**config.mk**
```make
export PLATFORM = sky130hd
export DESIGN_NAME = gtg_cell
export DESIGN_NICKNAME = d
export VERILOG_FILES = /design/src/rtl/gtg_pkg.sv /design/src/rtl/gtg_cell.sv
export SDC_FILE = /design/constraint.sdc
export NUM_CORES = 1
export LEC_CHECK = 0
export ABC_AREA = 0
export BUFFER_PORTS_ARGS = -buffer_cell sky130_fd_sc_hd__clkbuf_2
export CORE_MARGIN = 2
export CORE_UTILIZATION = 30
export CTS_CLUSTER_SIZE = 12
export DETAILED_ROUTE_END_ITERATION = 6
export GPL_TIMING_DRIVEN = 0
export MAX_ROUTING_LAYER = met4
export PLACE_DENSITY = 0.49
export SLEW_MARGIN = 20
export SYNTH_ARGS = -nofsm -noshare
export SYNTH_HDL_FRONTEND = slang
export SYNTH_SLANG_ARGS = --single-unit
```
**constraint.sdc**
```tcl
create_clock -name clk_i -period 18.77 [get_ports clk_i]
set_input_delay 1.877 -clock clk_i [delete_from_list [all_inputs] [get_ports clk_i]]
set_output_delay 1.877 -clock clk_i [all_outputs]
set_load 0.03 [all_outputs]
```
**src/rtl/gtg_pkg.sv**
```systemverilog
// types and constants for the go-to-goal steering block
// no dependencies
package gtg_pkg;

  localparam int unsigned CW = 40;           // cordic x/y datapath
  localparam int unsigned ZW = 33;           // angle accumulator, rad * 2^29
  localparam int unsigned SQRT_STEPS = 16;   // one result bit per cell
  localparam int unsigned ATAN_TABLE_LEN = 24;
  localparam int unsigned PRE_SHIFT = 20;
  localparam int BEARING_LIMIT = 25736;
  localparam logic signed [ZW-1:0] HALF_PI_Q29 = 33'sd843314856;

  localparam logic [31:0] ATAN_Q29 [ATAN_TABLE_LEN] = '{
    32'd421657428, 32'd248918915, 32'd131521918, 32'd66762579,
    32'd33510843,  32'd16771758,  32'd8387925,   32'd4194219,
    32'd2097141,   32'd1048575,   32'd524288,    32'd262144,
    32'd131072,    32'd65536,     32'd32768,     32'd16384,
    32'd8192,      32'd4096,      32'd2048,      32'd1024,
    32'd512,       32'd256,       32'd128,       32'd64
  };

  localparam logic [15:0] RST_ARRIVE_RADIUS  = 16'd51;
  localparam logic [31:0] RST_RAD2           = 32'd2601;
  localparam logic [14:0] RST_HEADING_WINDOW = 15'd1638;
  localparam logic [9:0]  RST_CRUISE_SPEED   = 10'd205;
  localparam logic [9:0]  RST_TURN_GAIN      = 10'd256;
  localparam logic [6:0]  PROG_FULL          = 7'd100;

  typedef enum logic [1:0] {
    REG_ARRIVE_RADIUS  = 2'd0,
    REG_HEADING_WINDOW = 2'd1,
    REG_CRUISE_SPEED   = 2'd2,
    REG_TURN_GAIN      = 2'd3
  } gtg_reg_e;

  // word travelling down the cell chain
  typedef struct packed {
    logic signed [CW-1:0] x;
    logic signed [CW-1:0] y;
    logic signed [ZW-1:0] z;
    logic [31:0]          rem;
    logic [31:0]          root;
    logic [31:0]          sq;
    logic                 nz;
  } gtg_work_t;

  typedef struct packed {
    logic [31:0] rad2;
    logic [14:0] heading_window;
    logic [9:0]  cruise_speed;
    logic [9:0]  turn_gain;
  } gtg_cfg_t;

endpackage

```
**src/rtl/gtg_cell.sv**
```systemverilog
// one cell of the chain: a cordic vectoring micro-rotation and/or one
// bit of the integer square root, as IDX allows; depends on gtg_pkg
module gtg_cell import gtg_pkg::*; #(
  parameter int unsigned IDX = 0,
  parameter int unsigned CORDIC_STAGES = 16
) (
  input  logic      clk_i,
  input  logic      rst_ni,
  input  logic      valid_i,
  input  gtg_work_t work_i,
  input  logic      en_i,
  output logic      en_o,
  output logic      valid_o,
  output gtg_work_t work_o
);

  localparam bit DO_ROT  = IDX < CORDIC_STAGES && IDX < ATAN_TABLE_LEN;
  localparam bit DO_SQRT = IDX < SQRT_STEPS;
  localparam int unsigned ATAN_IDX = DO_ROT ? IDX : 0;
  localparam int unsigned SQ_SH    = DO_SQRT ? 30 - 2 * IDX : 0;
  localparam logic [32:0] SQ_BIT   = 33'(1) << SQ_SH;

  logic                 valid_q;
  logic signed [CW-1:0] dx, dy;
  logic signed [ZW-1:0] ang;
  logic [32:0]          trial;
  gtg_work_t            work_d, work_q;

  assign en_o = !valid_q || en_i;

  always_comb begin
    work_d = work_i;
    dx     = work_i.y >>> IDX;
    dy     = work_i.x >>> IDX;
    ang    = ZW'(ATAN_Q29[ATAN_IDX]);
    trial  = 33'(work_i.root) + SQ_BIT;
    if (DO_ROT) begin
      // drive y towards zero, accumulate the angle turned
      if (work_i.y < 0) begin
        work_d.x = work_i.x - dx;
        work_d.y = work_i.y + dy;
        work_d.z = work_i.z - ang;
      end else begin
        work_d.x = work_i.x + dx;
        work_d.y = work_i.y - dy;
        work_d.z = work_i.z + ang;
      end
    end
    if (DO_SQRT) begin
      if (33'(work_i.rem) >= trial) begin
        work_d.rem  = 32'(33'(work_i.rem) - trial);
        work_d.root = 32'((work_i.root >> 1) + 32'(SQ_BIT));
      end else begin
        work_d.root = work_i.root >> 1;
      end
    end
  end

  always_ff @(posedge clk_i or negedge rst_ni) begin
    if (!rst_ni) begin
      valid_q <= 1'b0;
    end else if (en_o) begin
      valid_q <= valid_i;
    end
  end

  always_ff @(posedge clk_i) begin
    if (en_o) begin
      work_q <= work_d;
    end
  end

  assign valid_o = valid_q;
  assign work_o  = work_q;

endmodule

```
==> flow_metrics.tcl <==
set metrics [dict create \
    dr_total_vias 16100 \
    rrSetupSlack_ps 16920 \
    critical_path_required_ps 19050 \
    min_period_ps 5520 \
    hold_slack_ps 1060 \
    relSlewSlack 0.268 \
    drive_gt1_frac 0.219 \
    die_h_um 243 \
    pin_count 426 \
    rows 87 \
    hold_start "valid_o$_DFFE_PN0P_" \
    grt_setup_unrepaired "false" \
    cts_root_buf "clkbuf_16" \
    setup_slack_ps 13250 \
    syn_nets 2300 \
    worstSetupPathType "input port to flop" \
    setup_violations 0 \
    cts_max_level 1 \
    failed_checks "DRC" \
    async_flop_share 0.00476 \
    critPathMaxFanout 10 \
    grt.total_usage 0.218 \
    antenna_found_initial 6 \
    n_fill_cell 5874 \
    min_path_type "flop to flop" \
    first_global_vias 15600 \
    synth_ff_type "edfxtp_1" \
    r2r-start "valid_o$_DFFE_PN0P_" \
    final.setup.tns_ps 0 \
    regArea_mm2 0.00630 \
    r2r_end "work_o[180]$_DFFE_PP_" \
    layout_common_cells "clkbuf_2, a21oi_1, edfxtp_1, ha_1, inv_1" \
    postCtsHoldBufs 0 \
    cts_tree "done" \
    synth_enable_flop_cells 209 \
    ant_nets 0 \
    synthesis.area_mm2 0.0172 \
    wl_per_cell_um 20.9 \
    synth_seq_cells 210 \
    maxSlewViolCount 0 \
    p_leak_nw 9.65 \
    die_w_um 243 \
    reg2reg_depth 3 \
    clockBufferDepth 3 \
    maxCapViolCount 0 \
    worstPathArrival_ps 5800 \
    initial_core_util 0.304 \
    grt_start_max_net_pins 54 \
    crit_path_start "work_i[136]" \
    synthCells 1889 \
    drcViolationCount 5 \
    worstMarginPinSlew_ps 1070 \
    numPortBuffers 425 \
    place.gp.congestion 0.930 \
    start_kind "input port" \
    gr-total-overflow 0 \
    multi_input_area_mm2 0.00990 \
    core_area_mm2 0.0565 \
    status "finished, violations left" \
    insertion_delay_ps 560 \
    yosysWarnings 0 \
    timing.final.crit_share 0.294 \
    endpoint "work_o[163]$_DFFE_PP_" \
    cts_setup_buffers 0 \
    cts_repair_resize_count 0 \
    syn_area_per_cell_um2 9.09 \
    max_freq_mhz 181 \
    finClkSkew_ps 13.8 \
    dp_slack_ps 12740 \
    synth_cell_types 81 \
    clock-sinks 210 \
    viasPerCell 5.15 \
    nNetsFinal 2759 \
    endpoint_kind "flop" \
    detail_route.iter0.violations 979 \
    synth_area_leaders "edfxtp_1, ha_1, a21oi_1" \
    cts_made_buffers 27 \
    yosysTopAreaCell "edfxtp_1" \
    hpwlAfterDp_um 53100 \
    syn_to_final_growth_pct 23.6 \
    grt_pass1_wl_um 96100 \
    hold_viol 0 \
    synth_sequential_area_ratio 0.367 \
    routed_wirelength_um 65400 \
    vdd.ir_drop.worst_v 0.0000636 \
    layout_commonest_cell "clkbuf_2" \
    yosysTopAreaCellShare 0.366 \
    powerDensity_mw_per_mm2 84.9 \
    dr.pass1.iters 7 \
    path_clk_slew_ps 60 \
    die_area_mm2 0.0591 \
]
layout make-up:
type	count	share of cell area
Multi-Input combinational cell	1432	0.467
Sequential cell	210	0.297
Timing Repair Buffer	430	0.106
Tap cell	756	0.0446
Clock buffer	34	0.0340
Inverter	172	0.0304
Buffer	75	0.0151
Clock inverter	14	0.00537
Antenna cell	6	0.000708
synth_stat cells (all sizes together) (27+ instances only):
master / instances
ha: 192
xnor2: 98
nand4: 27
nand2: 124
clkbuf: 45
a21o: 72
buf: 30
nand3: 28
nor2: 146
o21ai: 165
edfxtp: 209
a21oi: 216
xor2: 29
o21bai: 32
inv: 170
nor3: 31
report_power, final:
part | switching [W] | total (W) | internal, W
sequential | 0.0000208 | 0.000628 | 0.000607
clock | 0.000214 | 0.000500 | 0.000286
combinational | 0.000463 | 0.000673 | 0.000210
registers in the layout, indices dropped and copies added, names as in the netlist:
signal and count:
work_o 209, valid_o 1
how the worst min path moves through the flow:
stage	endpoint	slack, ps	cells after the start
3_3_place_gp	valid_o$_DFFE_PN0P_	1690	1
2_1_floorplan	valid_o$_DFFE_PN0P_	1580	0
6_report	work_o[44]$_DFFE_PP_	1060	1
5_1_grt	valid_o$_DFFE_PN0P_	1090	1
4_1_cts	work_o[71]$_DFFE_PP_	1080	1
3_5_place_dp	work_o[44]$_DFFE_PP_	1060	1
stage by stage:
stage | cells | util | area (um^2) | total power (W)
after global placement | 3070 | 0.358 | 20200 | 0.00131
after detailed placement | 3075 | 0.361 | 20400 | 0.00131
after floorplan | 1889 | - | 17200 | 0.00108
final | 3129 | 0.376 | 21200 | 0.00180
after global routing | 3129 | 0.376 | 21200 | 0.00190
after CTS | 3123 | 0.375 | 21200 | 0.00182
cells by family after synthesis:
group	Yosys count	synth area share
xor+xnor	127	0.0648
buf+inv	247	0.0562
flops	210	0.367
simple gates	454	0.124
fa+ha+maj	197	0.146
mux	29	0.0175
compound gates	625	0.225
layer usage:
layer | share of wire | GRT usage
met1 | 0.42 | 0.263
met2 | 0.50 | 0.379
met3 | 0.058 | 0.0346
met4 | 0.020 | 0.0516
met5 | 0 | -
critical path: stages:
cell	delay [ps]
clkbuf_2	110
inv_1	40
ha_1	360
buf_2	230
a21o_1	210
o41ai_1	600
o21ai_0	240
a21boi_0	470
o21ai_0	320
a2111oi_0	1020
a21oi_1	130
xnor2_1	180
Note: power is estimated with default switching activity, not from simulation.
