<file path="src/rtl/gtg_pkg.sv">
// types and constants for the go-to-goal steering block
// no dependencies
package gtg_pkg;

  localparam int unsigned CW = 40;           // cordic x/y datapath
  localparam int unsigned ZW = 33;           // angle accumulator, rad * 2^29
  localparam int unsigned SQRT_STEPS = 16;   // one result bit per cell
  localparam int unsigned ATAN_TABLE_LEN = 24;
  localparam int unsigned PRE_SHIFT = 20;
  localparam int BEARING_LIMIT = 25736;
  localparam logic signed [ZW-1:0] HALF_PI_Q29 = 33'sd843314856;

  localparam logic [31:0] ATAN_Q29 [ATAN_TABLE_LEN] = '{
    32'd421657428, 32'd248918915, 32'd131521918, 32'd66762579,
    32'd33510843,  32'd16771758,  32'd8387925,   32'd4194219,
    32'd2097141,   32'd1048575,   32'd524288,    32'd262144,
    32'd131072,    32'd65536,     32'd32768,     32'd16384,
    32'd8192,      32'd4096,      32'd2048,      32'd1024,
    32'd512,       32'd256,       32'd128,       32'd64
  };

  localparam logic [15:0] RST_ARRIVE_RADIUS  = 16'd51;
  localparam logic [31:0] RST_RAD2           = 32'd2601;
  localparam logic [14:0] RST_HEADING_WINDOW = 15'd1638;
  localparam logic [9:0]  RST_CRUISE_SPEED   = 10'd205;
  localparam logic [9:0]  RST_TURN_GAIN      = 10'd256;
  localparam logic [6:0]  PROG_FULL          = 7'd100;

  typedef enum logic [1:0] {
    REG_ARRIVE_RADIUS  = 2'd0,
    REG_HEADING_WINDOW = 2'd1,
    REG_CRUISE_SPEED   = 2'd2,
    REG_TURN_GAIN      = 2'd3
  } gtg_reg_e;

  // word travelling down the cell chain
  typedef struct packed {
    logic signed [CW-1:0] x;
    logic signed [CW-1:0] y;
    logic signed [ZW-1:0] z;
    logic [31:0]          rem;
    logic [31:0]          root;
    logic [31:0]          sq;
    logic                 nz;
  } gtg_work_t;

  typedef struct packed {
    logic [31:0] rad2;
    logic [14:0] heading_window;
    logic [9:0]  cruise_speed;
    logic [9:0]  turn_gain;
  } gtg_cfg_t;

endpackage

</file>
<file path="src/rtl/gtg_prep.sv">
// entry stage: squared range and quadrant pre-rotation of the goal
// depends on gtg_pkg
module gtg_prep import gtg_pkg::*; (
  input  logic               clk_i,
  input  logic               rst_ni,
  input  logic               in_valid_i,
  output logic               in_stall_o,
  input  logic signed [15:0] goal_x_i,
  input  logic signed [15:0] goal_y_i,
  input  logic               en_i,
  output logic               valid_o,
  output gtg_work_t          work_o
);

  logic               valid_q;
  logic               en;
  logic signed [31:0] px, py;
  logic signed [16:0] rx, ry;
  logic signed [ZW-1:0] rz;
  gtg_work_t          work_d, work_q;

  assign en = !valid_q || en_i;
  assign in_stall_o = !en;

  assign px = goal_x_i * goal_x_i;
  assign py = goal_y_i * goal_y_i;

  // goals behind the robot are turned by a quarter turn first
  always_comb begin
    rx = 17'(goal_x_i);
    ry = 17'(goal_y_i);
    rz = '0;
    if (goal_x_i < 0) begin
      if (goal_y_i >= 0) begin
        rx = 17'(goal_y_i);
        ry = -17'(goal_x_i);
        rz = HALF_PI_Q29;
      end else begin
        rx = -17'(goal_y_i);
        ry = 17'(goal_x_i);
        rz = -HALF_PI_Q29;
      end
    end
  end

  always_comb begin
    work_d.x    = CW'(rx) <<< PRE_SHIFT;
    work_d.y    = CW'(ry) <<< PRE_SHIFT;
    work_d.z    = rz;
    work_d.sq   = unsigned'(px) + unsigned'(py);
    work_d.rem  = work_d.sq;
    work_d.root = '0;
    work_d.nz   = (goal_x_i != 16'sd0) || (goal_y_i != 16'sd0);
  end

  always_ff @(posedge clk_i or negedge rst_ni) begin
    if (!rst_ni) begin
      valid_q <= 1'b0;
    end else if (en) begin
      valid_q <= in_valid_i;
    end
  end

  always_ff @(posedge clk_i) begin
    if (en) begin
      work_q <= work_d;
    end
  end

  assign valid_o = valid_q;
  assign work_o  = work_q;

endmodule

</file>
<file path="config.mk">
export PLATFORM = sky130hd
export DESIGN_NAME = gtg_prep
export DESIGN_NICKNAME = d
export VERILOG_FILES = /design/src/rtl/gtg_pkg.sv /design/src/rtl/gtg_prep.sv
export SDC_FILE = /design/constraint.sdc
export NUM_CORES = 1
export LEC_CHECK = 0
export ABC_CLOCK_PERIOD_IN_PS = 2450
export CAP_MARGIN = 0
export CORE_ASPECT_RATIO = 1.1
export CORE_MARGIN = 2
export CORE_UTILIZATION = 61
export DETAILED_ROUTE_END_ITERATION = 16
export DONT_BUFFER_PORTS = 1
export PLACE_DENSITY = 0.8
export SYNTH_ARGS = -nofsm -noshare
export SYNTH_HDL_FRONTEND = slang
export SYNTH_SLANG_ARGS = --single-unit
export TNS_END_PERCENT = 100
</file>
<file path="constraint.sdc">
create_clock -name clk_i -period 2.45 [get_ports clk_i]
set_clock_uncertainty 0.15 [all_clocks]
set_input_delay 0.245 -clock clk_i [delete_from_list [all_inputs] [get_ports clk_i]]
set_output_delay 0.245 -clock clk_i [all_outputs]
set_load 0.01 [all_outputs]
</file>
==> flow_metrics.py <==
metrics = {
    "outcome": {
        "run_status": "finished with violations",
        "violations": "negative setup slack",
    },
    "timing": {
        "finalHoldViolations": 0,
        "timing.final.ws_setup_ns": -4.05,
        "finalCritPeriodShare": 2.65,
        "max_clock_freq_ghz": 0.154,
        "maxSlewViolCount": 0,
        "final-setup-viol-count": 28,
        "final.min_clock_period_ns": 6.50,
        "worst_pin_slew_ns": 0.673,
        "grt_setup_unrepaired": "yes",
        "relSlewSlack": 0.548,
    },
    "die": {
        "ioPinCount": 248,
        "dieWidth_um": 184,
        "std_cell_rows": 72,
        "start_util": 0.618,
        "coreArea_um2": 35000,
        "die-area_um2": 37000,
        "die_h_um": 202,
    },
    "yosys": {
        "syn_area_per_cell_um2": 9.78,
        "synth_ff_type": "edfxtp_1",
        "synth-async-reset-ratio": 0.0141,
        "yosysUniqueCellTypes": 55,
        "synth-edff-count": 70,
        "ys_seq_area_frac": 0.0982,
        "syn-instance-count": 2216,
        "synth_top_area_share": 0.480,
        "netlist_area_um2": 21700,
        "ys_warn_count": 0,
        "yosys.area.top_type": "fa_1",
        "synth_seq_cells": 71,
        "synth_area_leaders": "fa_1 48%, inv_1 11%, edfxtp_1 9.7%",
    },
    "min_path": {
        "whs_path_depth": 2,
        "hold_class": "input pin to flip-flop",
    },
    "setup_path": {
        "cpPeakStageDelay_ns": 0.59,
        "critPathLaunchType": "input pin",
        "cp_max_fo": 23,
        "crit_chain": "clkinvlp_4 -> buf_12 -> nor2_2 -> fa_1 -> fa_1 -> inv_1 -> fa_1 -> inv_1 -> fa_1 -> fa_2 -> fa_2 -> fa_1 -> inv_1 -> fa_1 -> inv_1 -> ha_4 -> nand4_1 -> nor2_2 -> nand2_2 -> o21ai_4 -> a41oi_2 -> and2b_1 -> xnor2_1",
        "rr_worst_depth": 2,
        "path_class": "input pin to flip-flop",
        "required_ns": 2.41,
        "critPathArrivalTime_ns": 6.45,
        "crit_top_cell": "fa_1",
        "end_kind": "flip-flop",
        "slowest_stage": "fa_2",
    },
    "placed_design": {
        "dp_cells": 2762,
        "postPlaceCellArea_um2": 23500,
        "dpl.hpwl_um": 45400,
        "finalWeightedCongestion": 0.937,
        "io_buffers": 0,
    },
    "job": {
        "drv_cap": 0,
    },
    "clocking": {
        "clk_latency_ns": 0.35,
        "path_clk_slew_ns": 0.07,
        "cts_made_buffers": 9,
        "clk_root_buffer_cell": "clkbuf_16",
        "h-tree-depth": 3,
        "cts_tree": "built",
        "cts_sinks": 71,
        "clock_path_buffers": 2,
    },
    "layout": {
        "final_common_cell": "inv_1",
        "n_antenna_cell": 0,
        "area_growth_pct": 14.7,
        "layout.nets": 3092,
        "drive_above_1_share": 0.212,
        "final_cell_area_um2": 24800,
        "n_fill_cell": 2262,
        "regArea_um2": 2130,
        "final_cell_mix": "583 x inv_1, 499 x fa_1, 229 x buf_4, 134 x nand2_1, 128 x ha_1",
        "fin_cells": 2828,
        "multiInputGateArea_um2": 17100,
    },
    "route": {
        "wl_per_cell_um": 20.7,
        "drc_errors": 0,
        "antenna_left": 0,
        "detail_route.vias_per_cell": 5.57,
        "vias": 15800,
        "first_iter_violations": 1035,
        "totalWireLength_um": 58700,
        "dr.pass1.iters": 6,
    },
    "grt": {
        "antenna_found_initial": 0,
        "grt_pass1_vias": 18500,
        "track_usage": 0.333,
        "grt_pass1_wl_um": 92700,
        "grt.overflow.total": 0,
        "grt_max_degree": 54,
    },
}
-- synthesized netlist by cell type (3+ instances only) --
master and count:
a21oi_1 53, buf_4 140, and2_1 77, nand4_1 5
o21a_1 3, nor2_1 110, a31oi_1 3, nor2b_1 6
o31ai_1 8, o21bai_1 5, clkbuf_1 56, or2_2 6
nand2_1 158, ha_1 158, buf_1 7, a211oi_1 3
nor3_1 7, edfxtp_1 70, clkinv_1 8, o21ai_0 27
or4_1 3, nand3_1 10, inv_1 630, o41ai_1 3
nand2b_1 10, xnor2_1 62, xor2_1 23, a21o_1 6
a31o_2 3, fa_1 519, or3_1 4
-- cells by family (layout without fill, tap and decap cells) --
family,after synthesis,count (layout),synth area share
other,1,76,0.000173
multiplexers,3,3,0.00150
AND/OR/NAND/NOR,410,410,0.0885
adder cells (fa/ha/maj),677,677,0.571
AO/OA/AOI/OAI,124,124,0.0349
XOR/XNOR,85,85,0.0344
buffers and inverters,845,938,0.171
flip-flops,71,71,0.0982
-- worst max-delay path: cells and delay by family --
family	cells	cell delay (ns)
xor gates and xnor gates	1	0.12
and+or+nand+nor	5	0.85
AOI/OAI and AO/OA	2	0.44
buffers and inverters	6	0.50
adders and majority gates	9	4.27
-- registers in the layout, summed over array words and instances, names as in the netlist --
register,flops
valid_o,1
work_o,70
-- worst paths after layout --
check / start / end / slack (ns)
min reg2reg: valid_o / valid_o / 0.68
min in group asynchronous: rst_ni / valid_o / 0.49
min: goal_y_i[6] / work_o[156] / 0.01
max reg2reg: valid_o / work_o[162] / 0.86
max: goal_x_i[15] / work_o[29] / -4.05
max in group asynchronous: rst_ni / valid_o / 1.57
-- through the flow --
step           TNS (ns)  setup slack (ns)   util  hold WS, ns
2_1_floorplan    -96.20             -4.07      -       -0.201
3_3_place_gp    -102.62             -4.43  0.671       -0.201
3_5_place_dp    -105.46             -4.56  0.671       -0.201
4_1_cts          -90.43             -3.96  0.701      0.00128
5_1_grt          -96.14             -4.21  0.709      0.00762
6_report         -92.19             -4.05  0.709       0.0139
-- what timing repair did --
item	CTS	global route
setup endpoints to repair	28	28
endpoints found under the hold margin	39	0
pin swaps	42	50
setup buffers	17	5
hold buffers	29	0
resized for setup	89	64
-- layout make-up --
| class | instances | share of cell area |
|---|---|---|
| clock buffers | 9 | 0.00907 |
| flip-flops and latches | 71 | 0.0856 |
| multi-input cells | 1375 | 0.687 |
| clock inverters | 7 | 0.00338 |
| well taps | 444 | 0.0224 |
| repair buffers | 284 | 0.0949 |
| inverters | 638 | 0.0981 |
-- per-layer routing --
metal	global-route usage	routed length [µm]	vias up
li1	-	-	6525
met1	0.344	17800	7925
met2	0.583	30400	902
met3	0.0525	3940	404
met4	0.291	6480	0
met5	0	0	-
Power is left out: the tool's default activity adds up to more than one toggle a clock period on the data nets, which glitch-free logic cannot reach.
