**config.mk**
```make
export PLATFORM = sky130hd
export DESIGN_NAME = gtg_post
export DESIGN_NICKNAME = d
export VERILOG_FILES = /design/src/rtl/gtg_pkg.sv /design/src/rtl/gtg_post.sv
export SDC_FILE = /design/constraint.sdc
export NUM_CORES = 1
export LEC_CHECK = 0
export BUFFER_PORTS_ARGS = -buffer_cell sky130_fd_sc_hd__buf_4
export CAP_MARGIN = 20
export CORE_AREA = 4 4 192 194
export DETAILED_ROUTE_END_ITERATION = 8
export DIE_AREA = 0 0 196 198
export HOLD_SLACK_MARGIN = 0.1
export MAX_ROUTING_LAYER = met4
export PLACE_DENSITY_LB_ADDON = 0.15
export REMOVE_ABC_BUFFERS = 1
export SYNTH_ARGS = -nofsm -noshare
export SYNTH_HDL_FRONTEND = slang
export SYNTH_SLANG_ARGS = --single-unit
```
**constraint.sdc**
```tcl
create_clock -name clk_i -period 6.3 [get_ports clk_i]
set_clock_uncertainty 0.1 [all_clocks]
set_input_delay 0.315 -clock clk_i [delete_from_list [all_inputs] [get_ports clk_i]]
set_output_delay 0.315 -clock clk_i [all_outputs]
set_load 0.01 [all_outputs]
```
**src/rtl/gtg_pkg.sv**
```systemverilog
// types and constants for the go-to-goal steering block
// no dependencies
package gtg_pkg;

  localparam int unsigned CW = 40;           // cordic x/y datapath
  localparam int unsigned ZW = 33;           // angle accumulator, rad * 2^29
  localparam int unsigned SQRT_STEPS = 16;   // one result bit per cell
  localparam int unsigned ATAN_TABLE_LEN = 24;
  localparam int unsigned PRE_SHIFT = 20;
  localparam int BEARING_LIMIT = 25736;
  localparam logic signed [ZW-1:0] HALF_PI_Q29 = 33'sd843314856;

  localparam logic [31:0] ATAN_Q29 [ATAN_TABLE_LEN] = '{
    32'd421657428, 32'd248918915, 32'd131521918, 32'd66762579,
    32'd33510843,  32'd16771758,  32'd8387925,   32'd4194219,
    32'd2097141,   32'd1048575,   32'd524288,    32'd262144,
    32'd131072,    32'd65536,     32'd32768,     32'd16384,
    32'd8192,      32'd4096,      32'd2048,      32'd1024,
    32'd512,       32'd256,       32'd128,       32'd64
  };

  localparam logic [15:0] RST_ARRIVE_RADIUS  = 16'd51;
  localparam logic [31:0] RST_RAD2           = 32'd2601;
  localparam logic [14:0] RST_HEADING_WINDOW = 15'd1638;
  localparam logic [9:0]  RST_CRUISE_SPEED   = 10'd205;
  localparam logic [9:0]  RST_TURN_GAIN      = 10'd256;
  localparam logic [6:0]  PROG_FULL          = 7'd100;

  typedef enum logic [1:0] {
    REG_ARRIVE_RADIUS  = 2'd0,
    REG_HEADING_WINDOW = 2'd1,
    REG_CRUISE_SPEED   = 2'd2,
    REG_TURN_GAIN      = 2'd3
  } gtg_reg_e;

  // word travelling down the cell chain
  typedef struct packed {
    logic signed [CW-1:0] x;
    logic signed [CW-1:0] y;
    logic signed [ZW-1:0] z;
    logic [31:0]          rem;
    logic [31:0]          root;
    logic [31:0]          sq;
    logic                 nz;
  } gtg_work_t;

  typedef struct packed {
    logic [31:0] rad2;
    logic [14:0] heading_window;
    logic [9:0]  cruise_speed;
    logic [9:0]  turn_gain;
  } gtg_cfg_t;

endpackage

```
**src/rtl/gtg_post.sv**
```systemverilog
// back end: bearing rounding, arrival test, progress, turn command
// and the output register; depends on gtg_pkg
module gtg_post import gtg_pkg::*; (
  input  logic               clk_i,
  input  logic               rst_ni,
  input  logic               valid_i,
  input  gtg_work_t          work_i,
  input  gtg_cfg_t           cfg_i,
  output logic               en_o,
  output logic               out_valid_o,
  input  logic               out_stall_i,
  output logic signed [15:0] turn_rate_o,
  output logic [9:0]         forward_speed_o,
  output logic [15:0]        goal_range_o,
  output logic signed [15:0] goal_bearing_o,
  output logic [6:0]         progress_pct_o,
  output logic               arrived_o
);

  // first stage
  logic                 b1_valid_q;
  logic                 en_out;
  logic signed [ZW-1:0] zr;
  logic signed [16:0]   bear17;
  logic signed [15:0]   bearing_d, bearing_q;
  logic [15:0]          range_d, range_q;
  logic [22:0]          scaled;
  logic [11:0]          cnt;
  logic [6:0]           prog_d, prog_q;
  logic                 far_d, far_q;

  // output stage
  logic signed [26:0]   prod;
  logic signed [18:0]   tr;
  logic signed [15:0]   turn_d;
  logic [15:0]          mag;
  logic                 out_valid_q;
  logic signed [15:0]   turn_q, bearing_out_q;
  logic [9:0]           fwd_d, fwd_q;
  logic [15:0]          range_out_q;
  logic [6:0]           prog_out_d, prog_out_q;
  logic                 arrived_q;

  assign en_out = !out_valid_q || !out_stall_i;
  assign en_o   = !b1_valid_q || en_out;

  always_comb begin
    zr     = work_i.z + ZW'(32768);
    bear17 = 17'(zr >>> 16);
    if (!work_i.nz) begin
      bearing_d = '0;
    end else if (bear17 > 17'(BEARING_LIMIT)) begin
      bearing_d = 16'(BEARING_LIMIT);
    end else if (bear17 < -17'(BEARING_LIMIT)) begin
      bearing_d = -16'(BEARING_LIMIT);
    end else begin
      bearing_d = 16'(bear17);
    end
    range_d = work_i.root[15:0];
    // progress falls by one percent per 2048/100 of range, rounded up
    scaled  = 23'(range_d) * 23'd100 + 23'd2047;
    cnt     = scaled[22:11];
    prog_d  = (cnt >= 12'd100) ? 7'd0 : 7'(12'd100 - cnt);
    far_d   = work_i.sq > cfg_i.rad2;
  end

  always_ff @(posedge clk_i or negedge rst_ni) begin
    if (!rst_ni) begin
      b1_valid_q <= 1'b0;
    end else if (en_o) begin
      b1_valid_q <= valid_i;
    end
  end

  always_ff @(posedge clk_i) begin
    if (en_o) begin
      bearing_q <= bearing_d;
      range_q   <= range_d;
      prog_q    <= prog_d;
      far_q     <= far_d;
    end
  end

  always_comb begin
    prod = $signed({1'b0, cfg_i.turn_gain}) * bearing_q;
    tr   = 19'((prod + 27'sd128) >>> 8);
    mag  = (bearing_q < 0) ? 16'(-bearing_q) : 16'(bearing_q);
    if (!far_q) begin
      turn_d = '0;
    end else if (tr > 19'sd32767) begin
      turn_d = 16'sh7fff;
    end else if (tr < -19'sd32768) begin
      turn_d = 16'sh8000;
    end else begin
      turn_d = 16'(tr);
    end
    fwd_d      = (far_q && mag < {1'b0, cfg_i.heading_window}) ? cfg_i.cruise_speed : '0;
    prog_out_d = far_q ? prog_q : PROG_FULL;
  end

  always_ff @(posedge clk_i or negedge rst_ni) begin
    if (!rst_ni) begin
      out_valid_q <= 1'b0;
    end else if (en_out) begin
      out_valid_q <= b1_valid_q;
    end
  end

  always_ff @(posedge clk_i) begin
    if (en_out) begin
      turn_q        <= turn_d;
      fwd_q         <= fwd_d;
      range_out_q   <= range_q;
      bearing_out_q <= bearing_q;
      prog_out_q    <= prog_out_d;
      arrived_q     <= !far_q;
    end
  end

  assign out_valid_o     = out_valid_q;
  assign turn_rate_o     = turn_q;
  assign forward_speed_o = fwd_q;
  assign goal_range_o    = range_out_q;
  assign goal_bearing_o  = bearing_out_q;
  assign progress_pct_o  = prog_out_q;
  assign arrived_o       = arrived_q;

endmodule

```
==> flow_summary.json, run 1 <==
{
  "status": "complete, no violations",
  "h-tree-depth": 3,
  "ys.flop_type": "edfxtp_1",
  "start_util": 0.393,
  "r2r_slack_ns": 0.20,
  "endpoint_kind": "register",
  "critical_path.top_delay_family": "adder cells",
  "hold_class": "input port to asynchronous set/reset pin",
  "ios": 349,
  "overflow": 0,
  "cp_common_cell": "fa_1",
  "ys_ff_latch": 108,
  "dp_hpwl_um": 28100,
  "setup_viol": 0,
  "final_util": 0.485,
  "netlist_instances": 1434,
  "crit_type": "register to register",
  "cts_tree": "built",
  "vias": 10500,
  "critPathBufInv": 8,
  "crit_end": "turn_rate_o[14]$_SDFFCE_PN0P_",
  "syn2layout_area_growth_pct": 23.3,
  "yosys_warnings": 0,
  "min_period_over_period": 0.968,
  "chipHeight_um": 198,
  "clk_pin_slew_worst_paths_ns": 0.08,
  "power.share.switching": 0.457,
  "internal_power_uw": 3580,
  "wl_per_cell_um": 15.8,
  "clock_sinks": 108,
  "critPathLaunch": "bearing_q[2]$_SDFFCE_PP0P_",
  "worst_slew_pin_slew_ns": 0.990,
  "hold_viol": 0,
  "die_width_um": 196,
  "final_common_cell": "inv_1",
  "ant_nets": 0,
  "grt_use_total": 0.180,
  "path_depth": 25,
  "clock_power_share": 0.088,
  "critPathLaunchType": "register",
  "arrival_ns": 6.11,
  "crit_fanout": 8,
  "grt_pass1_wl_um": 54900,
  "drt_iter0_drc": 392,
  "p_sw_uw": 3010,
  "p_comb_frac": 0.744,
  "r2r-start": "bearing_q[2]$_SDFFCE_PP0P_",
  "rsz0062_at_grt": "yes",
  "clockBufferDepth": 2,
  "p_leak_uw": 0.00846,
  "placement.io_buffers": 205,
  "antennaDiodeCount": 0,
  "timing.fmax_mhz": 164,
  "grt_max_degree": 68,
  "synthDistinctLibCells": 75,
  "yosysSeqAreaShare": 0.233,
  "dp_slack_ns": 0.0176,
  "synth_area_sq_um": 13900,
  "cts_buffers": 9,
  "fin_crit_ns": 6.10,
  "critPathRequiredTime_ns": 6.31,
  "nets": 2312,
  "remaining_drc_errors": 0,
  "power_density_nw_per_um2": 386,
  "drive_gt1_frac": 0.202,
  "final.setup.worst_slack_ns": 0.200,
  "grt_pass1_vias": 10900,
  "drv_cap": 0,
  "tns_ns": 0,
  "ir_worst_vdd_uv": 357,
  "final_cell_mix": "inv_1, buf_4, ha_1",
  "syn_avg_cell_area_sq_um": 9.66,
  "reg2regPathDepth": 25,
  "synth-edff-count": 106,
  "crit_slowest_cell": "fa_1",
  "slew_violations": 0,
  "first_pass_iters": 5,
  "p_seq_frac": 0.168,
  "antenna_found_initial": 1,
  "fillers": 3397,
  "max-slew-margin-rel": 0.340,
  "gp_congestion": 0.830,
  "rr_endpoint": "turn_rate_o[14]$_SDFFCE_PN0P_",
  "core_sq_um": 35200,
  "rows": 69,
  "critPathMaxStageDelay_ns": 0.56,
  "cts_root_buf": "clkbuf_16",
  "async_flop_share": 0.0185,
  "via_per_inst": 4.84,
  "drt_wl_total_um": 34300,
  "die_area_sq_um": 38800,
  "clkLatencyLatePin_ns": 0.38
}
## worst register-to-register path: cells and delay by family (launching register included)
family / cells / cell delay, ns
fa+ha+maj: 6 / 2.84
simple gates: 3 / 0.27
flops: 1 / 0.44
buf+inv: 8 / 0.82
compound gates: 8 / 1.35
## layout make-up
| cell class | count | area [sq um] | share of cell area |
|---|---|---|---|
| tap | 461 | 577 | 0.0338 |
| timing repair buffer | 295 | 2310 | 0.135 |
| inverter | 328 | 1230 | 0.0721 |
| clock inverter | 7 | 68.8 | 0.00403 |
| sequential | 108 | 3230 | 0.189 |
| multi-input combinational | 959 | 9440 | 0.553 |
| clock buffer | 9 | 225 | 0.0132 |
## power by group through the flow
stage          clock (uW)  combinational (uW)  sequential (uW)
6_report              583                4900             1100
2_1_floorplan           0                3030             1160
4_1_cts               602                4400             1120
3_3_place_gp            0                4320             1130
5_1_grt               635                5560             1120
3_5_place_dp            0                4360             1130
## cell families (layout without fill, tap and decap cells)
group,after synthesis,in the layout,synth area share
compound gates,196,196,0.0965
fa+ha+maj,330,330,0.382
simple gates,357,357,0.140
xor+xnor,75,75,0.0474
mux,1,1,0.000722
buf+inv,367,639,0.100
flops,108,108,0.233
## worst min path at each step
stage               slack (ns)   start  depth (start not counted)                      end
global route              0.16  rst_ni                          2  out_valid_o$_DFFE_PN0P_
CTS                       0.13  rst_ni                          2   b1_valid_q$_DFFE_PN0P_
global placement        -0.002  rst_ni                          1  out_valid_o$_DFFE_PN0P_
finish                    0.17  rst_ni                          2  out_valid_o$_DFFE_PN0P_
floorplan                -0.08  rst_ni                          0   b1_valid_q$_DFFE_PN0P_
detailed placement      -0.001  rst_ni                          1   b1_valid_q$_DFFE_PN0P_
## layer usage
metal,up-vias,part of all wire,track usage
met5,-,0,-
li1,5189,-,-
met3,30,0.036,0.0276
met1,5111,0.43,0.217
met2,166,0.52,0.320
met4,0,0.018,0.0429
## state kept, by name, indices dropped and copies added (netlist names), 7 cells and up
name and count:
prog_q 7, goal_range_o 16, range_q 16, turn_rate_o 16, bearing_q 16, goal_bearing_o 16, progress_pct_o 7, forward_speed_o 10
## cell usage after synthesis (13+ instances only)
cell type,n,area share
edfxtp_1,106,0.23
a211oi_1,14,0.0076
nand4_1,19,0.0086
nor2_1,38,0.010
o21a_1,13,0.0070
inv_1,328,0.089
and2_1,103,0.047
a21oi_1,42,0.015
xnor2_1,50,0.032
xor2_1,25,0.016
a21o_1,30,0.016
o21ai_0,32,0.012
fa_1,155,0.22
nor3_1,14,0.0051
ha_1,175,0.16
nand3_1,21,0.0076
clkbuf_1,35,0.0095
nand2_1,95,0.026
## stage by stage
step	cells	area (sq um)	power, uW	hold WS, ns
after floorplan	1395	13700	4200	-0.0806
after global placement	2107	16200	5450	-0.00176
after detailed placement	2107	16200	5500	-0.00145
after CTS	2143	16700	6120	0.126
after global routing	2167	17100	7320	0.156
final	2167	17100	6590	0.166
## repair_timing
item,4_1_cts,5_1_grt
resized for setup,0,45
cloned,0,1
endpoints found under the hold margin,19,0
pin swaps,0,28
endpoints found under the setup margin,1,15
hold buffers,18,0
setup buffers,2,23
Note: power is estimated with default switching activity, not from simulation.
==> run 2: changes to the inputs <==
--- a/config.mk
+++ b/config.mk
@@ -7,9 +7,9 @@
 export LEC_CHECK = 0
 export BUFFER_PORTS_ARGS = -buffer_cell sky130_fd_sc_hd__buf_4
 export CAP_MARGIN = 20
-export CORE_AREA = 4 4 192 194
+export CORE_AREA = 4 4 172 174
 export DETAILED_ROUTE_END_ITERATION = 8
-export DIE_AREA = 0 0 196 198
+export DIE_AREA = 0 0 176 178
 export HOLD_SLACK_MARGIN = 0.1
 export MAX_ROUTING_LAYER = met4
 export PLACE_DENSITY_LB_ADDON = 0.15
==> run 2 against run 1 <==
Compared with the run above:
- via count is 1.2% higher
- register-to-register slack got worse by 0.12 ns
- non-clock buffer count decreased by 8
- highest routed layer unchanged
==> flow_summary.json, run 2 (synthesized netlist as in run 1, its figures left out) <==
{
  "crit_fanout": 8,
  "dp_hpwl_um": 26900,
  "ios": 349,
  "route.met3.wl_um": 1260,
  "min_period_over_period": 0.987,
  "ir_worst_vdd_uv": 324,
  "clockBufferDepth": 2,
  "dp_cells": 2015,
  "power_density_nw_per_um2": 370,
  "final_util": 0.605,
  "timing.fmax_mhz": 161,
  "max-slew-margin-rel": 0.372,
  "start_util": 0.499,
  "drive_gt1_frac": 0.192,
  "wl_met1_um": 14300,
  "final_cell_mix": "inv_1, buf_4, ha_1",
  "drt_wl_total_um": 33000,
  "ff_latch_area_sq_um": 3230,
  "vias": 10600,
  "first_pass_iters": 5,
  "wl_per_cell_um": 15.9,
  "cts_buffers": 9,
  "setup_viol": 0,
  "rows": 61,
  "dpl-instance-area_sq_um": 16000,
  "crit_type": "register to register",
  "remaining_drc_errors": 0,
  "hold_viol": 0,
  "hold_class": "input port to asynchronous set/reset pin",
  "h-tree-depth": 3,
  "ant_nets": 0,
  "die_area_sq_um": 31300,
  "critical_path.top_delay_family": "adder cells",
  "via_per_inst": 5.12,
  "fin_crit_ns": 6.22,
  "critPathRequiredTime_ns": 6.32,
  "status": "complete, no violations",
  "chipHeight_um": 178,
  "drv_cap": 0,
  "cp_common_cell": "fa_1",
  "grt_pass1_vias": 10900,
  "core_sq_um": 27800,
  "fin_area_sq_um": 16800,
  "top_layer": "met4",
  "fillers": 2491,
  "grt_pass1_wl_um": 53100,
  "critPathLaunchType": "register",
  "clkLatencyLatePin_ns": 0.37,
  "hold_ws_ns": 0.157,
  "grt_use_total": 0.216,
  "endpoint_kind": "register",
  "clk_pin_slew_worst_paths_ns": 0.09,
  "critPathBufInv": 6,
  "overflow": 0,
  "clock_sinks": 108,
  "antennaDiodeCount": 0,
  "multi_input_area_sq_um": 9330,
  "tns_ns": 0,
  "die_width_um": 176,
  "syn2layout_area_growth_pct": 21.2,
  "placement.io_buffers": 205,
  "nets": 2304,
  "crit_slowest_cell": "edfxtp_1",
  "grt_max_degree": 68,
  "slew_violations": 0,
  "critPathMaxStageDelay_ns": 0.56,
  "drt_iter0_drc": 433,
  "stdcell_count": 2076,
  "arrival_ns": 6.24,
  "routed-wl-met2_um": 16900,
  "antenna_found_initial": 0,
  "gp_congestion": 0.877,
  "p_leak_uw": 0.00842,
  "final_common_cell": "inv_1",
  "worstPathCellList": "buf_4, nand2_1, fa_1, inv_1, fa_1, fa_1, fa_1, inv_1, fa_1, inv_1, ha_1, a21o_1, a21oi_2, a2bb2oi_2, nand3_1, a21o_4, a31o_2, nor3_2, a31oi_1, o211ai_1, buf_4, clkbuf_4, o21ai_0",
  "cts_tree": "built",
  "cts_root_buf": "clkbuf_16",
  "worst_slew_pin_slew_ns": 0.943
}
## run 2: cell count changes in the layout (fill, tap and decap cells not counted), sizes merged
cell / change
inv: +1
buf: -8
clkinv: +1
clkinvlp: -2
## run 2: repair_timing
item,in CTS,in global routing
hold buffers,18,0
gates resized for setup,0,24
setup buffers,0,26
hold endpoints to repair,19,0
setup endpoints to repair,0,15
## run 2: metal layers
metal,vias up,GRT usage
li1,5173,-
met1,5243,0.269
met2,177,0.384
met3,31,0.0254
met4,0,0.0422
met5,-,-
## run 2: area by class of cell
class | count | share of cell area
multi-input combinational | 959 | 0.556
sequential | 108 | 0.193
timing repair buffer | 287 | 0.132
inverter | 328 | 0.0733
tap | 378 | 0.0282
clock buffer | 9 | 0.0134
clock inverter | 7 | 0.00514
## run 2: metrics by stage
step | total power (uW) | setup slack, ns
finish | 6210 | 0.0797
global route | 6840 | -0.159
CTS | 5960 | 0.0288
detailed placement | 5310 | 0.0396
global placement | 5200 | 0.135
floorplan | 4200 | 0.0773
## run 2: path summary, 6_finish.rpt
kind / start / to / slack, ns / depth (start not counted)
max: bearing_q[4]$_SDFFCE_PP0P_ / turn_rate_o[12]$_SDFFCE_PN0P_ / 0.08 / 23
min: rst_ni / b1_valid_q$_DFFE_PN0P_ / 0.16 / 2
max reg2reg: bearing_q[4]$_SDFFCE_PP0P_ / turn_rate_o[12]$_SDFFCE_PN0P_ / 0.08 / 23
min reg2reg: range_q[2]$_DFFE_PP_ / goal_range_o[2]$_DFFE_PP_ / 0.33 / 0
max in group asynchronous: rst_ni / out_valid_o$_DFFE_PN0P_ / 5.86 / 2
min in group clk_i: work_i[0] / bearing_q[13]$_SDFFCE_PN0P_ / 0.18 / 2
## run 2: where the power goes
group | switching (uW) | leakage [uW] | internal, uW | total, uW
Combinational | 2490 | 0.00714 | 1990 | 4480
Sequential | 62.0 | 0.00113 | 1040 | 1100
Clock | 336 | 0.000151 | 288 | 623
Total | 2890 | 0.00842 | 3320 | 6210
==> run 3: changes to the inputs <==
--- a/config.mk
+++ b/config.mk
@@ -5,11 +5,12 @@
 export SDC_FILE = /design/constraint.sdc
 export NUM_CORES = 1
 export LEC_CHECK = 0
+export ABC_AREA = 1
 export BUFFER_PORTS_ARGS = -buffer_cell sky130_fd_sc_hd__buf_4
 export CAP_MARGIN = 20
-export CORE_AREA = 4 4 172 174
+export CORE_AREA = 4 4 178 180
 export DETAILED_ROUTE_END_ITERATION = 8
-export DIE_AREA = 0 0 176 178
+export DIE_AREA = 0 0 182 184
 export HOLD_SLACK_MARGIN = 0.1
 export MAX_ROUTING_LAYER = met4
 export PLACE_DENSITY_LB_ADDON = 0.15
==> run 3 against run 2 <==
Compared with the run above:
- routed wire length is 7.7% higher
- maximum frequency is 5.1% higher
- combinational power is 22% higher
- die area rose by 6.9%
- flip-flop and latch count stayed put
- final cell count increased by 22%
- first-iteration DRC count grew 51%
- critical endpoint is now turn_rate_o[5]$_SDFFCE_PN0P_
- largest power group unchanged
==> flow_summary.json, run 3 <==
{
  "status": "complete, no violations",
  "synth_area_leaders": "edfxtp_1, fa_1, ha_1",
  "drt_iter0_drc": 652,
  "critPathRequiredTime_ns": 6.29,
  "grt_pass1_wl_um": 60500,
  "crit_type": "register to register",
  "gr-usage-met2": 0.411,
  "syn2layout_area_growth_pct": 16.8,
  "chipHeight_um": 184,
  "antennaDiodeCount": 0,
  "worst_slew_pin_slew_ns": 1.01,
  "final_common_cell": "inv_1",
  "dp_hpwl_um": 29800,
  "clkLatencyLatePin_ns": 0.36,
  "max-slew-margin-rel": 0.327,
  "rows": 64,
  "drv_cap": 0,
  "async_flop_share": 0.0185,
  "fin_crit_ns": 5.92,
  "cts_root_buf": "clkbuf_16",
  "min_period_over_period": 0.940,
  "die_area_sq_um": 33500,
  "clock_power_share": 0.076,
  "ys_ff_latch": 108,
  "yosys_warnings": 0,
  "hold_viol": 0,
  "setup_viol": 0,
  "ir_worst_vdd_uv": 329,
  "grt_pass1_vias": 13100,
  "syn_avg_cell_area_sq_um": 7.91,
  "start_util": 0.504,
  "power.share.switching": 0.528,
  "critPathLaunchType": "register",
  "yosysMostFrequentCell": "inv_1",
  "final_util": 0.588,
  "gp_congestion": 0.882,
  "hold_class": "input port to register",
  "synth_top_area_cell": "edfxtp_1",
  "arrival_ns": 5.91,
  "die_width_um": 182,
  "cts_tree": "built",
  "ios": 349,
  "synthTopCellsByCount": "inv_1, nand2_1, ha_1",
  "placement.io_buffers": 205,
  "p_comb_frac": 0.770,
  "grt_use_total": 0.226,
  "clockBufferDepth": 2,
  "via_per_inst": 4.93,
  "core_sq_um": 30200,
  "synthDistinctLibCells": 49,
  "drive_gt1_frac": 0.155,
  "gr-max-usage-layer": "met2",
  "p_leak_uw": 0.0101,
  "final_cell_mix": "inv_1, nand2_1, buf_4",
  "synth-edff-count": 106,
  "antenna_found_initial": 0,
  "netlist.area_leader.share": 0.209,
  "netlist_instances": 1922,
  "vias": 12500,
  "cts_buffers": 9,
  "slew_violations": 0,
  "p_seq_frac": 0.154,
  "p_sw_uw": 3730,
  "internal_power_uw": 3340,
  "clk_pin_slew_worst_paths_ns": 0.07,
  "drt_wl_total_um": 35500,
  "use_met1": 0.263,
  "grt_max_degree": 68,
  "overflow": 0,
  "endpoint_kind": "register",
  "power_uw": 7070,
  "wl_per_cell_um": 14.0,
  "h-tree-depth": 3,
  "first_pass_iters": 5,
  "met3_usage": 0.0370,
  "power_density_nw_per_um2": 399,
  "fin_area_sq_um": 17800,
  "remaining_drc_errors": 0,
  "yosysSeqAreaShare": 0.213,
  "ys.flop_type": "edfxtp_1",
  "timing.fmax_mhz": 169,
  "synth_area_sq_um": 15200,
  "crit_fanout": 15,
  "nets": 2753,
  "dpl-instance-area_sq_um": 17200,
  "fillers": 2805,
  "ant_nets": 0,
  "clock_sinks": 108
}
## run 3: cell count changes after synthesis, moves of 29 or more
cell,previous run,this run
nand3_1,21,72
nand2_1,95,430
inv_1,328,531
nor2_1,38,88
and2_1,103,3
a21oi_1,42,71
## run 3: logic make-up (layout without fill, tap and decap cells)
group,Yosys count,in the layout,share of synthesized area
XOR/XNOR,63,63,0.0373
AND/OR/NAND/NOR,701,701,0.205
adder cells (fa/ha/maj),330,330,0.348
flip-flops,108,108,0.213
buffers and inverters,584,809,0.146
AO/OA/AOI/OAI,136,136,0.0510
## run 3: layout make-up
type                            count  area (sq um)  area share
Multi-Input combinational cell   1230          9790       0.552
Sequential cell                   108          3230       0.182
Inverter                          542          2030       0.115
Timing Repair Buffer              251          1930       0.109
Tap cell                          396           495      0.0279
Clock buffer                       10           229      0.0129
Clock inverter                      6          41.3     0.00233
## run 3: metrics by stage
| step | setup WS (ns) | setup TNS (ns) | cells | hold WS, ns |
|---|---|---|---|---|
| 2_1_floorplan | 0.526 | 0 | 1880 | -0.0806 |
| 3_3_place_gp | 0.284 | 0 | 2499 | -0.00246 |
| 3_5_place_dp | 0.217 | 0 | 2499 | -0.00197 |
| 4_1_cts | 0.154 | 0 | 2533 | 0.126 |
| 5_1_grt | -0.0259 | -0.0380 | 2543 | 0.142 |
| 6_report | 0.379 | 0 | 2543 | 0.145 |
## run 3: worst max-delay path: stages, from the launching register on
cell and delay, ns:
edfxtp_1 0.58, buf_4 0.26, nand2_1 0.07, inv_1 0.05, fa_1 0.55, fa_1 0.45
fa_1 0.54, fa_1 0.55, inv_1 0.06, fa_1 0.53, inv_1 0.06, ha_1 0.41
nand2_1 0.13, inv_1 0.09, a21oi_1 0.06, o21ai_0 0.26, nand2_1 0.10, nand3_1 0.15
xnor2_1 0.13, nand2_1 0.09, o21ai_2 0.11, buf_4 0.21, a21oi_1 0.10
## run 3: path summary, 6_finish.rpt
| kind | from | endpoint | slack, ns | cells past startpoint |
|---|---|---|---|---|
| setup / recovery | bearing_q[4]$_SDFFCE_PP0P_ | turn_rate_o[5]$_SDFFCE_PN0P_ | 0.38 | 22 |
| hold / removal | cfg_i[10] | forward_speed_o[0]$_SDFFCE_PN0P_ | 0.15 | 3 |
| setup reg to reg | bearing_q[4]$_SDFFCE_PP0P_ | turn_rate_o[5]$_SDFFCE_PN0P_ | 0.38 | 22 |
| hold reg to reg | range_q[4]$_DFFE_PP_ | goal_range_o[4]$_DFFE_PP_ | 0.32 | 0 |
| max in group asynchronous | rst_ni | out_valid_o$_DFFE_PN0P_ | 5.85 | 2 |
| min in group asynchronous | rst_ni | b1_valid_q$_DFFE_PN0P_ | 0.17 | 2 |
## run 3: timing repair
item	in CTS	in global routing
endpoints found under the setup margin	0	15
endpoints found under the hold margin	19	0
gates resized for setup	0	6
hold buffers	18	0
buffers inserted	0	10
## run 3: metal layers
| metal | vias up | share of wire | wire length [um] |
|---|---|---|---|
| met2 | 274 | 0.52 | 18600 |
| met5 | - | 0 | 0 |
| li1 | 6260 | - | - |
| met3 | 32 | 0.049 | 1760 |
| met1 | 5966 | 0.41 | 14600 |
| met4 | 0 | 0.015 | 541 |
## run 3: power groups by stage
stage	combinational [uW]	clock (uW)	sequential, uW
after floorplan	3960	0	1140
after global placement	5310	0	1110
after detailed placement	5400	0	1120
after CTS	5450	555	1100
after global routing	6300	578	1110
final	5450	537	1090
